File: config.mk
export PLATFORM = sky130hd
export DESIGN_NAME = periodic_priority_task_scheduler_core_flat
export DESIGN_NICKNAME = d
export VERILOG_FILES = /design/src/ppts_pkg.sv /design/src/ppts_ifs.sv /design/src/ppts_ctrl.sv /design/src/ppts_dp.sv /design/src/periodic_priority_task_scheduler_core.sv /design/src/flat_wrapper.sv
export SDC_FILE = /design/constraint.sdc
export NUM_CORES = 1
export LEC_CHECK = 0
export BUFFER_PORTS_ARGS = -buffer_cell sky130_fd_sc_hd__buf_2
export CAP_MARGIN = 15
export CELL_PAD_IN_SITES_DETAIL_PLACEMENT = 1
export CELL_PAD_IN_SITES_GLOBAL_PLACEMENT = 1
export CORE_MARGIN = 5
export CORE_UTILIZATION = 45
export CTS_BUF_LIST = sky130_fd_sc_hd__clkbuf_8
export DETAILED_ROUTE_END_ITERATION = 10
export PLACE_DENSITY = 0.77
export REMOVE_ABC_BUFFERS = 1
export SLEW_MARGIN = 20
export SYNTH_ARGS = -nofsm -noshare
export SYNTH_HDL_FRONTEND = slang
export SYNTH_SLANG_ARGS = --single-unit
File: constraint.sdc
create_clock -name clk -period 3.4 [get_ports clk]
set_input_delay 0.68 -clock clk [delete_from_list [all_inputs] [get_ports clk]]
set_output_delay 0.68 -clock clk [all_outputs]
set_load 0.01 [all_outputs]
File: src/ppts_pkg.sv
// ----------------------------------------------------------------------------
// Periodic priority task scheduler package
// Shared widths, operation codes and the control/status bundle between the
// sequencer and the datapath.
// ----------------------------------------------------------------------------
package ppts_pkg;

  localparam int MAX_TASKS = 16;
  localparam int IDX_W     = 4;
  localparam int CNT_W     = 5;
  localparam int TIME_W    = 16;
  localparam int PRIO_W    = 8;
  localparam int MODE_W    = 3;
  localparam int PER_IN_W  = 16;

  typedef enum logic [MODE_W-1:0] {
    MODE_ADD      = 3'd0,
    MODE_SUSPEND  = 3'd1,
    MODE_RESUME   = 3'd2,
    MODE_TICK     = 3'd3,
    MODE_SELECT   = 3'd4,
    MODE_COMPLETE = 3'd5
  } mode_t;

  typedef struct packed {
    logic load;      // capture the accepted item
    logic start;     // first execution cycle of the item
    logic walk;      // table walk in progress
    logic out_load;  // move the result into the output register
  } ppts_cmd_t;

  typedef struct packed {
    logic is_walk;   // the captured operation needs a table walk
    logic walk_done; // all reads issued and the last entry processed
  } ppts_sts_t;

endpackage

File: src/ppts_ifs.sv
// ----------------------------------------------------------------------------
// Scheduler channel interfaces
// Request, result and configuration channels, each with valid/ready.
// ----------------------------------------------------------------------------
interface ppts_in_if;
  import ppts_pkg::*;
  logic              valid;
  logic              ready;
  logic [MODE_W-1:0] mode;
  logic [IDX_W-1:0]  task_index;
  logic [PRIO_W-1:0] priority_req;
  logic [PER_IN_W-1:0] period;
  logic              start_suspended;

  modport source (output valid, mode, task_index, priority_req, period,
                  start_suspended, input ready);
  modport sink   (input valid, mode, task_index, priority_req, period,
                  start_suspended, output ready);
endinterface

interface ppts_out_if;
  import ppts_pkg::*;
  logic             valid;
  logic             ready;
  logic             op_ok;
  logic             found;
  logic [IDX_W-1:0] chosen_index;
  logic [CNT_W-1:0] task_count;

  modport source (output valid, op_ok, found, chosen_index, task_count,
                  input ready);
  modport sink   (input valid, op_ok, found, chosen_index, task_count,
                  output ready);
endinterface

interface ppts_cfg_if;
  import ppts_pkg::*;
  logic             valid;
  logic             ready;
  logic [CNT_W-1:0] data;

  modport source (output valid, data, input ready);
  modport sink   (input valid, data, output ready);
endinterface

File: src/ppts_ctrl.sv
// ----------------------------------------------------------------------------
// Scheduler sequencer
// One-hot state machine that steps an item through capture, execution,
// table walk and hand-off to the output register.
// ----------------------------------------------------------------------------
module ppts_ctrl (
  input  logic                clk,
  input  logic                rst_n,
  input  logic                in_valid,
  output logic                in_ready,
  output logic                out_valid,
  input  logic                out_ready,
  input  ppts_pkg::ppts_sts_t sts,
  output ppts_pkg::ppts_cmd_t cmd
);
  import ppts_pkg::*;

  typedef enum logic [3:0] {
    ST_IDLE  = 4'b0001,
    ST_START = 4'b0010,
    ST_WALK  = 4'b0100,
    ST_DONE  = 4'b1000
  } state_t;

  state_t state_r, state_nxt;
  logic   out_valid_r, out_valid_nxt;
  logic   slot_free;

  assign slot_free = !out_valid_r || out_ready;
  assign in_ready  = (state_r == ST_IDLE);
  assign out_valid = out_valid_r;

  always_comb begin
    state_nxt    = state_r;
    cmd          = '0;
    cmd.load     = (state_r == ST_IDLE) && in_valid;
    cmd.start    = (state_r == ST_START);
    cmd.walk     = (state_r == ST_WALK);
    cmd.out_load = (state_r == ST_DONE) && slot_free;
    case (state_r)
      ST_IDLE: begin
        if (in_valid) state_nxt = ST_START;
      end
      ST_START: begin
        state_nxt = sts.is_walk ? ST_WALK : ST_DONE;
      end
      ST_WALK: begin
        if (sts.walk_done) state_nxt = ST_DONE;
      end
      ST_DONE: begin
        if (slot_free) state_nxt = ST_IDLE;
      end
      default: state_nxt = ST_IDLE;
    endcase
  end

  always_comb begin
    out_valid_nxt = out_valid_r;
    if (cmd.out_load) begin
      out_valid_nxt = 1'b1;
    end else if (out_ready) begin
      out_valid_nxt = 1'b0;
    end
  end

  always_ff @(posedge clk) begin
    if (!rst_n) begin
      state_r     <= ST_IDLE;
      out_valid_r <= 1'b0;
    end else begin
      state_r     <= state_nxt;
      out_valid_r <= out_valid_nxt;
    end
  end

  // A finished result waiting in the sequencer reaches the output next cycle
  // once the output register has room.
  a_done_to_out: assert property (@(posedge clk) disable iff (!rst_n)
    (state_r == ST_DONE && slot_free) |=> (out_valid_r && state_r == ST_IDLE))
    else $error("result not handed to output register");

  // While the output holds an untaken result, it must not be overwritten.
  a_no_overwrite: assert property (@(posedge clk) disable iff (!rst_n)
    (out_valid_r && !out_ready) |-> !cmd.out_load)
    else $error("output register overwritten while stalled");

  // The walk only starts from the execution cycle.
  a_walk_entry: assert property (@(posedge clk) disable iff (!rst_n)
    $rose(state_r == ST_WALK) |-> $past(state_r == ST_START))
    else $error("table walk entered outside execution");

endmodule

File: src/ppts_dp.sv
// ----------------------------------------------------------------------------
// Scheduler datapath
// Task table memories, the limit register, the item capture registers, the
// table walk address generator and the result registers.
// ----------------------------------------------------------------------------
module ppts_dp (
  input  logic                    clk,
  input  logic                    rst_n,
  input  ppts_pkg::ppts_cmd_t     cmd,
  output ppts_pkg::ppts_sts_t     sts,
  input  logic [ppts_pkg::MODE_W-1:0]   in_mode,
  input  logic [ppts_pkg::IDX_W-1:0]    in_task_index,
  input  logic [ppts_pkg::PRIO_W-1:0]   in_priority_req,
  input  logic [ppts_pkg::PER_IN_W-1:0] in_period,
  input  logic                    in_start_suspended,
  input  logic                    cfg_we,
  input  logic [ppts_pkg::CNT_W-1:0]    cfg_data,
  output logic                    res_op_ok,
  output logic                    res_found,
  output logic [ppts_pkg::IDX_W-1:0]    res_chosen_index,
  output logic [ppts_pkg::CNT_W-1:0]    res_task_count
);
  import ppts_pkg::*;

  // Task table.
  logic [TIME_W-1:0] per_mem [MAX_TASKS];
  logic [TIME_W-1:0] rem_mem [MAX_TASKS];
  logic [PRIO_W-1:0] pri_mem [MAX_TASKS];
  logic              sus_mem [MAX_TASKS];

  // Captured item.
  logic [MODE_W-1:0] mode_r;
  logic [IDX_W-1:0]  idx_r;
  logic [PRIO_W-1:0] pri_r;
  logic [TIME_W-1:0] per_r;
  logic              sus_r;

  logic [CNT_W-1:0]  limit_r, limit_nxt;
  logic [CNT_W-1:0]  count_r, count_nxt;
  logic [CNT_W-1:0]  eff_limit;

  // Walk control.
  logic [CNT_W-1:0]  walk_cnt_r, walk_cnt_nxt;
  logic [CNT_W-1:0]  walk_len_r, walk_len_nxt;
  logic [IDX_W-1:0]  addr_r, addr_nxt;
  logic              pend_r, pend_nxt;
  logic [IDX_W-1:0]  pend_addr_r, pend_addr_nxt;
  logic              rd_en;

  // Registered read data.
  logic [TIME_W-1:0] rd_per_r;
  logic [TIME_W-1:0] rd_rem_r;
  logic [PRIO_W-1:0] rd_pri_r;
  logic              rd_sus_r;

  // Result state.
  logic              ok_r, ok_nxt;
  logic              found_r, found_nxt;
  logic [IDX_W-1:0]  chosen_r, chosen_nxt;
  logic [PRIO_W-1:0] best_r, best_nxt;

  // Output register.
  logic              o_ok_r, o_found_r;
  logic [IDX_W-1:0]  o_chosen_r;
  logic [CNT_W-1:0]  o_count_r;

  // Write ports.
  logic              tbl_we;
  logic [IDX_W-1:0]  tbl_waddr;
  logic              rem_we;
  logic [IDX_W-1:0]  rem_waddr;
  logic [TIME_W-1:0] rem_wdata;
  logic              sus_we;
  logic [IDX_W-1:0]  sus_waddr;
  logic              sus_wdata;

  logic              add_fits;
  logic              idx_in_limit;
  logic              idx_in_use;

  assign eff_limit    = (limit_r < CNT_W'(MAX_TASKS)) ? limit_r : CNT_W'(MAX_TASKS);
  assign add_fits     = (count_r < eff_limit);
  assign idx_in_limit = ({1'b0, idx_r} < eff_limit);
  assign idx_in_use   = ({1'b0, idx_r} < count_r);

  assign sts.is_walk   = (mode_r == MODE_TICK) || (mode_r == MODE_SELECT) ||
                         (mode_r == MODE_COMPLETE);
  assign sts.walk_done = (walk_cnt_r >= walk_len_r) && !pend_r;

  assign rd_en = cmd.walk && (walk_cnt_r < walk_len_r);

  assign limit_nxt = cfg_we ? cfg_data : limit_r;

  always_comb begin
    count_nxt     = count_r;
    walk_cnt_nxt  = walk_cnt_r;
    walk_len_nxt  = walk_len_r;
    addr_nxt      = addr_r;
    pend_nxt      = pend_r;
    pend_addr_nxt = pend_addr_r;
    ok_nxt        = ok_r;
    found_nxt     = found_r;
    chosen_nxt    = chosen_r;
    best_nxt      = best_r;
    tbl_we        = 1'b0;
    tbl_waddr     = count_r[IDX_W-1:0];
    rem_we        = 1'b0;
    rem_waddr     = count_r[IDX_W-1:0];
    rem_wdata     = per_r;
    sus_we        = 1'b0;
    sus_waddr     = count_r[IDX_W-1:0];
    sus_wdata     = sus_r;

    if (cmd.start) begin
      ok_nxt       = 1'b0;
      found_nxt    = 1'b0;
      chosen_nxt   = '0;
      walk_cnt_nxt = '0;
      walk_len_nxt = '0;
      addr_nxt     = '0;
      pend_nxt     = 1'b0;
      case (mode_r)
        MODE_ADD: begin
          if (add_fits) begin
            tbl_we     = 1'b1;
            rem_we     = 1'b1;
            sus_we     = 1'b1;
            chosen_nxt = count_r[IDX_W-1:0];
            count_nxt  = count_r + CNT_W'(1);
            ok_nxt     = 1'b1;
          end
        end
        MODE_SUSPEND, MODE_RESUME: begin
          if (idx_in_limit) begin
            sus_we    = 1'b1;
            sus_waddr = idx_r;
            sus_wdata = (mode_r == MODE_SUSPEND);
            ok_nxt    = 1'b1;
          end
        end
        MODE_TICK, MODE_SELECT: begin
          walk_len_nxt = count_r;
          ok_nxt       = 1'b1;
        end
        MODE_COMPLETE: begin
          addr_nxt     = idx_r;
          walk_len_nxt = idx_in_use ? CNT_W'(1) : '0;
          ok_nxt       = idx_in_use;
        end
        default: ;
      endcase
    end

    if (cmd.walk) begin
      pend_nxt = rd_en;
      if (rd_en) begin
        pend_addr_nxt = addr_r;
        addr_nxt      = addr_r + IDX_W'(1);
        walk_cnt_nxt  = walk_cnt_r + CNT_W'(1);
      end
      // Process the entry whose read data arrived this cycle.
      if (pend_r) begin
        case (mode_r)
          MODE_TICK: begin
            if (!rd_sus_r && rd_rem_r != '0) begin
              rem_we    = 1'b1;
              rem_waddr = pend_addr_r;
              rem_wdata = rd_rem_r - TIME_W'(1);
            end
          end
          MODE_SELECT: begin
            if (rd_rem_r == '0 && !rd_sus_r && (!found_r || best_r < rd_pri_r)) begin
              found_nxt  = 1'b1;
              chosen_nxt = pend_addr_r;
              best_nxt   = rd_pri_r;
            end
          end
          MODE_COMPLETE: begin
            rem_we    = 1'b1;
            rem_waddr = pend_addr_r;
            rem_wdata = rd_per_r;
          end
          default: ;
        endcase
      end
    end
  end

  // Table memories.
  always_ff @(posedge clk) begin
    if (tbl_we) begin
      per_mem[tbl_waddr] <= per_r;
      pri_mem[tbl_waddr] <= pri_r;
    end
    if (rem_we) rem_mem[rem_waddr] <= rem_wdata;
    if (sus_we) sus_mem[sus_waddr] <= sus_wdata;
  end

  always_ff @(posedge clk) begin
    if (rd_en) begin
      rd_per_r <= per_mem[addr_r];
      rd_rem_r <= rem_mem[addr_r];
      rd_pri_r <= pri_mem[addr_r];
      rd_sus_r <= sus_mem[addr_r];
    end
  end

  // Payload registers.
  always_ff @(posedge clk) begin
    if (cmd.load) begin
      mode_r <= in_mode;
      idx_r  <= in_task_index;
      pri_r  <= in_priority_req;
      per_r  <= TIME_W'(in_period);
      sus_r  <= in_start_suspended;
    end
    if (cmd.out_load) begin
      o_ok_r     <= ok_r;
      o_found_r  <= found_r;
      o_chosen_r <= chosen_r;
      o_count_r  <= count_r;
    end
    pend_addr_r <= pend_addr_nxt;
    addr_r      <= addr_nxt;
    chosen_r    <= chosen_nxt;
    best_r      <= best_nxt;
  end

  // Control registers.
  always_ff @(posedge clk) begin
    if (!rst_n) begin
      limit_r    <= CNT_W'(MAX_TASKS);
      count_r    <= '0;
      walk_cnt_r <= '0;
      walk_len_r <= '0;
      pend_r     <= 1'b0;
      ok_r       <= 1'b0;
      found_r    <= 1'b0;
    end else begin
      limit_r    <= limit_nxt;
      count_r    <= count_nxt;
      walk_cnt_r <= walk_cnt_nxt;
      walk_len_r <= walk_len_nxt;
      pend_r     <= pend_nxt;
      ok_r       <= ok_nxt;
      found_r    <= found_nxt;
    end
  end

  assign res_op_ok        = o_ok_r;
  assign res_found        = o_found_r;
  assign res_chosen_index = o_chosen_r;
  assign res_task_count   = o_count_r;

  a_count_max: assert property (@(posedge clk) disable iff (!rst_n)
    count_r <= CNT_W'(MAX_TASKS))
    else $error("task count above table size");

  a_add_grows: assert property (@(posedge clk) disable iff (!rst_n)
    (cmd.start && mode_r == MODE_ADD && add_fits) |=>
      (count_r == $past(count_r) + CNT_W'(1)))
    else $error("accepted add did not grow the table");

  a_walk_bound: assert property (@(posedge clk) disable iff (!rst_n)
    walk_cnt_r <= walk_len_r)
    else $error("table walk ran past its length");

endmodule

File: src/periodic_priority_task_scheduler_core.sv
// ----------------------------------------------------------------------------
// Periodic priority task scheduler core
// Keeps a table of periodic tasks and serves add, suspend, resume, tick,
// select and complete requests, one result per request.
// ----------------------------------------------------------------------------
// One request is handled at a time. Add, suspend, resume and unknown codes
// finish without a table walk. Tick and select walk the table through one
// memory read port, one entry per cycle, over every task in the table;
// complete reads only its own slot when the slot is in use and none if not.
// A new request is taken as soon as the previous result sits in the output
// register, even if that result has not been transferred yet. The table
// limit register may be written whenever no request is in flight.
module periodic_priority_task_scheduler_core (
  input  logic       clk,
  input  logic       rst_n,
  ppts_in_if.sink    in_ch,
  ppts_out_if.source out_ch,
  ppts_cfg_if.sink   cfg_ch
);
  import ppts_pkg::*;

  ppts_cmd_t cmd;
  ppts_sts_t sts;

  assign cfg_ch.ready = 1'b1;

  ppts_ctrl u_ctrl (
    .clk       (clk),
    .rst_n     (rst_n),
    .in_valid  (in_ch.valid),
    .in_ready  (in_ch.ready),
    .out_valid (out_ch.valid),
    .out_ready (out_ch.ready),
    .sts       (sts),
    .cmd       (cmd)
  );

  ppts_dp u_dp (
    .clk                (clk),
    .rst_n              (rst_n),
    .cmd                (cmd),
    .sts                (sts),
    .in_mode            (in_ch.mode),
    .in_task_index      (in_ch.task_index),
    .in_priority_req    (in_ch.priority_req),
    .in_period          (in_ch.period),
    .in_start_suspended (in_ch.start_suspended),
    .cfg_we             (cfg_ch.valid),
    .cfg_data           (cfg_ch.data),
    .res_op_ok          (out_ch.op_ok),
    .res_found          (out_ch.found),
    .res_chosen_index   (out_ch.chosen_index),
    .res_task_count     (out_ch.task_count)
  );

endmodule
File: src/flat_wrapper.sv
// flat-port wrapper written by rule: the top's interface ports become plain ports
module periodic_priority_task_scheduler_core_flat import ppts_pkg::*;
  (clk, rst_n, in_ch_valid, in_ch_mode, in_ch_task_index, in_ch_priority_req, in_ch_period, in_ch_start_suspended, in_ch_ready, out_ch_valid, out_ch_op_ok, out_ch_found, out_ch_chosen_index, out_ch_task_count, out_ch_ready, cfg_ch_valid, cfg_ch_data, cfg_ch_ready);
  ppts_in_if in_ch_i ();
  ppts_out_if out_ch_i ();
  ppts_cfg_if cfg_ch_i ();
  input  logic clk;
  input  logic rst_n;
  input wire logic [$bits(in_ch_i.valid)-1:0] in_ch_valid;
  input wire logic [$bits(in_ch_i.mode)-1:0] in_ch_mode;
  input wire logic [$bits(in_ch_i.task_index)-1:0] in_ch_task_index;
  input wire logic [$bits(in_ch_i.priority_req)-1:0] in_ch_priority_req;
  input wire logic [$bits(in_ch_i.period)-1:0] in_ch_period;
  input wire logic [$bits(in_ch_i.start_suspended)-1:0] in_ch_start_suspended;
  output wire logic [$bits(in_ch_i.ready)-1:0] in_ch_ready;
  output wire logic [$bits(out_ch_i.valid)-1:0] out_ch_valid;
  output wire logic [$bits(out_ch_i.op_ok)-1:0] out_ch_op_ok;
  output wire logic [$bits(out_ch_i.found)-1:0] out_ch_found;
  output wire logic [$bits(out_ch_i.chosen_index)-1:0] out_ch_chosen_index;
  output wire logic [$bits(out_ch_i.task_count)-1:0] out_ch_task_count;
  input wire logic [$bits(out_ch_i.ready)-1:0] out_ch_ready;
  input wire logic [$bits(cfg_ch_i.valid)-1:0] cfg_ch_valid;
  input wire logic [$bits(cfg_ch_i.data)-1:0] cfg_ch_data;
  output wire logic [$bits(cfg_ch_i.ready)-1:0] cfg_ch_ready;
  assign in_ch_i.valid = in_ch_valid;
  assign in_ch_i.mode = in_ch_mode;
  assign in_ch_i.task_index = in_ch_task_index;
  assign in_ch_i.priority_req = in_ch_priority_req;
  assign in_ch_i.period = in_ch_period;
  assign in_ch_i.start_suspended = in_ch_start_suspended;
  assign in_ch_ready = in_ch_i.ready;
  assign out_ch_valid = out_ch_i.valid;
  assign out_ch_op_ok = out_ch_i.op_ok;
  assign out_ch_found = out_ch_i.found;
  assign out_ch_chosen_index = out_ch_i.chosen_index;
  assign out_ch_task_count = out_ch_i.task_count;
  assign out_ch_i.ready = out_ch_ready;
  assign cfg_ch_i.valid = cfg_ch_valid;
  assign cfg_ch_i.data = cfg_ch_data;
  assign cfg_ch_ready = cfg_ch_i.ready;
  periodic_priority_task_scheduler_core u_core (.clk(clk), .rst_n(rst_n), .in_ch(in_ch_i), .out_ch(out_ch_i), .cfg_ch(cfg_ch_i));
endmodule
==> impl_results.md <==
* Top FF cell, synth: edfxtp_1
* Crit path time final at 3.20 ns
* Asr flop ratio synth at 0
* # H-tree levels at 3
* Fin cells at 2,646
* Synth top area share at 0.729
* Synth area leaders: edfxtp_1 73%, mux4_2 15%, dfxtp_1 2.3%
* Gr usage total at 0.204
* Placement Cell Area at 32,800 sq um
* Cell count after synthesis at 1,481
* Worst-case clock buffer depth at 3
* Worst Hold Class: in2reg
* CTS clk-pin slew, worst paths at 0.07 ns
* Area grow syn2layout at 13.5%
* Multi-input logic area at 7300 sq um
* FP Rows at 96
* WS Path Type: reg2reg
* Lkg Pwr at 0.0112 uW
* Global-route wire length before repair at 112,000 microns
* Drt drc at 0
* Final worst-path cycle share at 0.942
* Die ar. at 74,100 sq um
* Yosys top cell by area: edfxtp_1
* Final WL at 75,500 microns
* Number of synthesized flops with an enable pin at 752
* CP max stage delay at 0.63 ns
* Avg Cell Area, Syn at 20.9 sq um
* FF/Latch Area at 23,300 sq um
* Placeable Area at 68,500 sq um
* # clock sinks at 788
* Layout cells sized above 1 at 0.299
* Setup crit end kind: register
* Post-CTS Setup Bufs at 0
* Die height at 272 microns
* Post-Route Setup TNS at 0 ns
* Slowest CP cell: nor4_1
* Slew HR at 0.250
* Family with the most delay on the worst path: simple AND/OR/NAND/NOR gates
* GRT met3 Usage at 0.0558
* Drt pass-1 iters at 5
* Antenna violations before repair at 6
* Hold Violations, Final at 0
* CTS tree: yes
* IO buf count at 54
* Data required time at the worst endpoint at 3.79 ns
* Fin nets at 1,735
* WL per Instance at 28.6 microns
* Post-route cell area at 35,100 sq um
* Actual slew at the worst max-slew pin at 1.12 ns
* DR vias at 15,649
* Met2 Usage GRT at 0.323
* Register bit total from synthesis at 788
* Top Ports at 56
* Worst Path Max Fanout at 16
* CP Launch Point: u_core.u_dp.rd_rem_r[3]
* Flop-to-flop setup slack at 0.20 ns
* Post-route ant nets at 0
* Pin count of the biggest net entering global routing at 50
* CP Launch Type: register
* Outcome: finished clean
* Max cap viols at 0
* Final setup vio count at 0
* Hold path depth at 1
* Busiest grt layer: met2
* RSZ-0062 raised after global routing: false
* Mapped Area at 31,000 sq um
* Number of buffers and inverters on the critical path at 1
* Maximum VDD drop at 0.364 mV
* Reg2Reg Capture Point: u_core.u_dp.rem_mem[9][0]
* PD cells at 646 nW/um^2
* GP Congestion at 0.844
* R2r worst-path depth at 7
* Critical Path AT at 3.59 ns
* Vias in the first global route at 16,844
* Clock Latency Late Sink at 0.78 ns
* Die Wd at 272 microns
* Drt initial violations at 1,701
* Hold-fix buffers at CTS at 0
* Starting Density at 0.452
* Post-synthesis cell type count at 71
* Register area share after synthesis at 0.753
* DP Wirelength at 45,800 microns
* Yosys warnings at 0
* R2r startpoint: u_core.u_dp.rd_rem_r[3]
* Most frequent cells in the layout: 752 x edfxtp_1, 205 x mux4_2, 119 x clkbuf_8, 62 x buf_4, 61 x inv_1
* Fillers at 6,203
* Inserted Clock Buffers at 119
* PostCTS Resize Cnt at 0
* Drt via density at 5.91
* Met1 Use GR at 0.279
* Cells along the critical path: nor4_1 > and3_1 > nand3_1 > and2_1 > a21oi_4 > nor3b_2 > buf_4
* Placed cells at 2,425
* Commonest non-fill, non-tap cell in the layout: edfxtp_1
* Final Max Slew Viols at 0
* Hold Startpoint: in_ch_period[12]
* Gr ovfl total at 0
* Fmax at 312 MHz
* Clock skew at 0.0746 ns
* Clk root buf: clkbuf_8
* Hold endpoint: u_core.u_dp.per_r[12]
==> registers in the layout, summed over array words and instances (netlist names), 4 cells and up <==
signal / count
u_core.u_dp.pend_addr_r: 4
u_core.u_dp.addr_r: 4
u_core.u_dp.limit_r: 5
u_core.u_dp.per_mem: 256
u_core.u_dp.walk_cnt_r: 5
u_core.u_dp.best_r: 8
u_core.u_dp.res_task_count: 5
u_core.u_dp.sus_mem: 16
u_core.u_dp.pri_r: 8
u_core.u_dp.chosen_r: 4
u_core.u_dp.idx_r: 4
u_core.u_dp.count_r: 5
u_core.u_ctrl.state_r: 4
u_core.u_dp.rd_rem_r: 16
u_core.u_dp.res_chosen_index: 4
u_core.u_dp.pri_mem: 128
u_core.u_dp.rem_mem: 256
u_core.u_dp.rd_pri_r: 8
u_core.u_dp.walk_len_r: 5
u_core.u_dp.rd_per_r: 16
u_core.u_dp.per_r: 16
==> cell type report <==
cell class                      instances  share of cell area
Antenna cell                            2            0.000143
Clock buffer                          119              0.0466
Clock inverter                        100              0.0192
Inverter                               24             0.00257
Multi-Input combinational cell        602               0.208
Sequential cell                       788               0.664
Tap cell                              882              0.0314
Timing Repair Buffer                  129              0.0284
==> worst reg2reg max path, cell delays in order (launching register included) <==
cell	delay [ns]
edfxtp_1	0.46
nor4_1	0.63
and3_1	0.30
nand3_1	0.18
and2_1	0.35
a21oi_4	0.35
nor3b_2	0.23
buf_4	0.30
==> synthesized netlist by cell type (all sizes together), types with 11 or more instances <==
| master | count |
|---|---|
| a21o | 11 |
| a21oi | 21 |
| a22oi | 11 |
| and3 | 19 |
| buf | 27 |
| clkbuf | 40 |
| dfxtp | 36 |
| edfxtp | 752 |
| ha | 29 |
| inv | 23 |
| mux2i | 11 |
| mux4 | 205 |
| nand2 | 56 |
| nand3 | 13 |
| nor2 | 53 |
| nor2b | 15 |
| nor3 | 15 |
| o21ai | 24 |
| xor2 | 12 |
==> where the power goes <==
| group | switching, uW | leakage [uW] | internal (uW) |
|---|---|---|---|
| sequential | 372 | 0.00706 | 11100 |
| clock | 3740 | 0.00131 | 3780 |
| combinational | 1900 | 0.00285 | 1840 |
==> worst max path at each step <==
| stage | slack (ns) | cells after the start | end |
|---|---|---|---|
| after floorplan | -4.81 | 2 | u_core.u_dp.rd_per_r[0] |
| after global placement | 0.43 | 7 | u_core.u_dp.rem_mem[9][0] |
| after detailed placement | 0.34 | 6 | u_core.u_dp.rem_mem[5][6] |
| after CTS | 0.20 | 6 | u_core.u_dp.rem_mem[14][7] |
| after global routing | 0.05 | 6 | u_core.u_dp.rem_mem[14][11] |
| final | 0.20 | 7 | u_core.u_dp.rem_mem[9][0] |
==> logic make-up (layout without fill, tap and decap cells) <==
group	Yosys count	in the layout	share of synthesized area
multiplexers	220	220	0.154
adder cells (fa/ha/maj)	29	29	0.0117
XOR/XNOR	20	20	0.00566
AO/OA/AOI/OAI	111	111	0.0254
flip-flops	788	788	0.753
buffers and inverters	91	372	0.0124
AND/OR/NAND/NOR	221	221	0.0378
other	1	3	0.000121
==> metrics by stage <==
step                 util  power, uW  setup WS (ns)  hold slack, ns
global route        0.513      23600         0.0469          0.0296
floorplan               -      14300          -4.81           0.403
finish              0.513      22700          0.199          0.0761
detailed placement  0.479      15400          0.337           0.429
CTS                 0.513      22900          0.197          0.0342
global placement    0.479      15300          0.428           0.417
==> routing by layer <==
metal / wire length [microns] / share of wire
met4: 2090 / 0.028
met1: 30200 / 0.40
met3: 6910 / 0.091
met2: 36300 / 0.48
met5: 45 / 0.00060
Note: power is estimated with default switching activity, not from simulation.
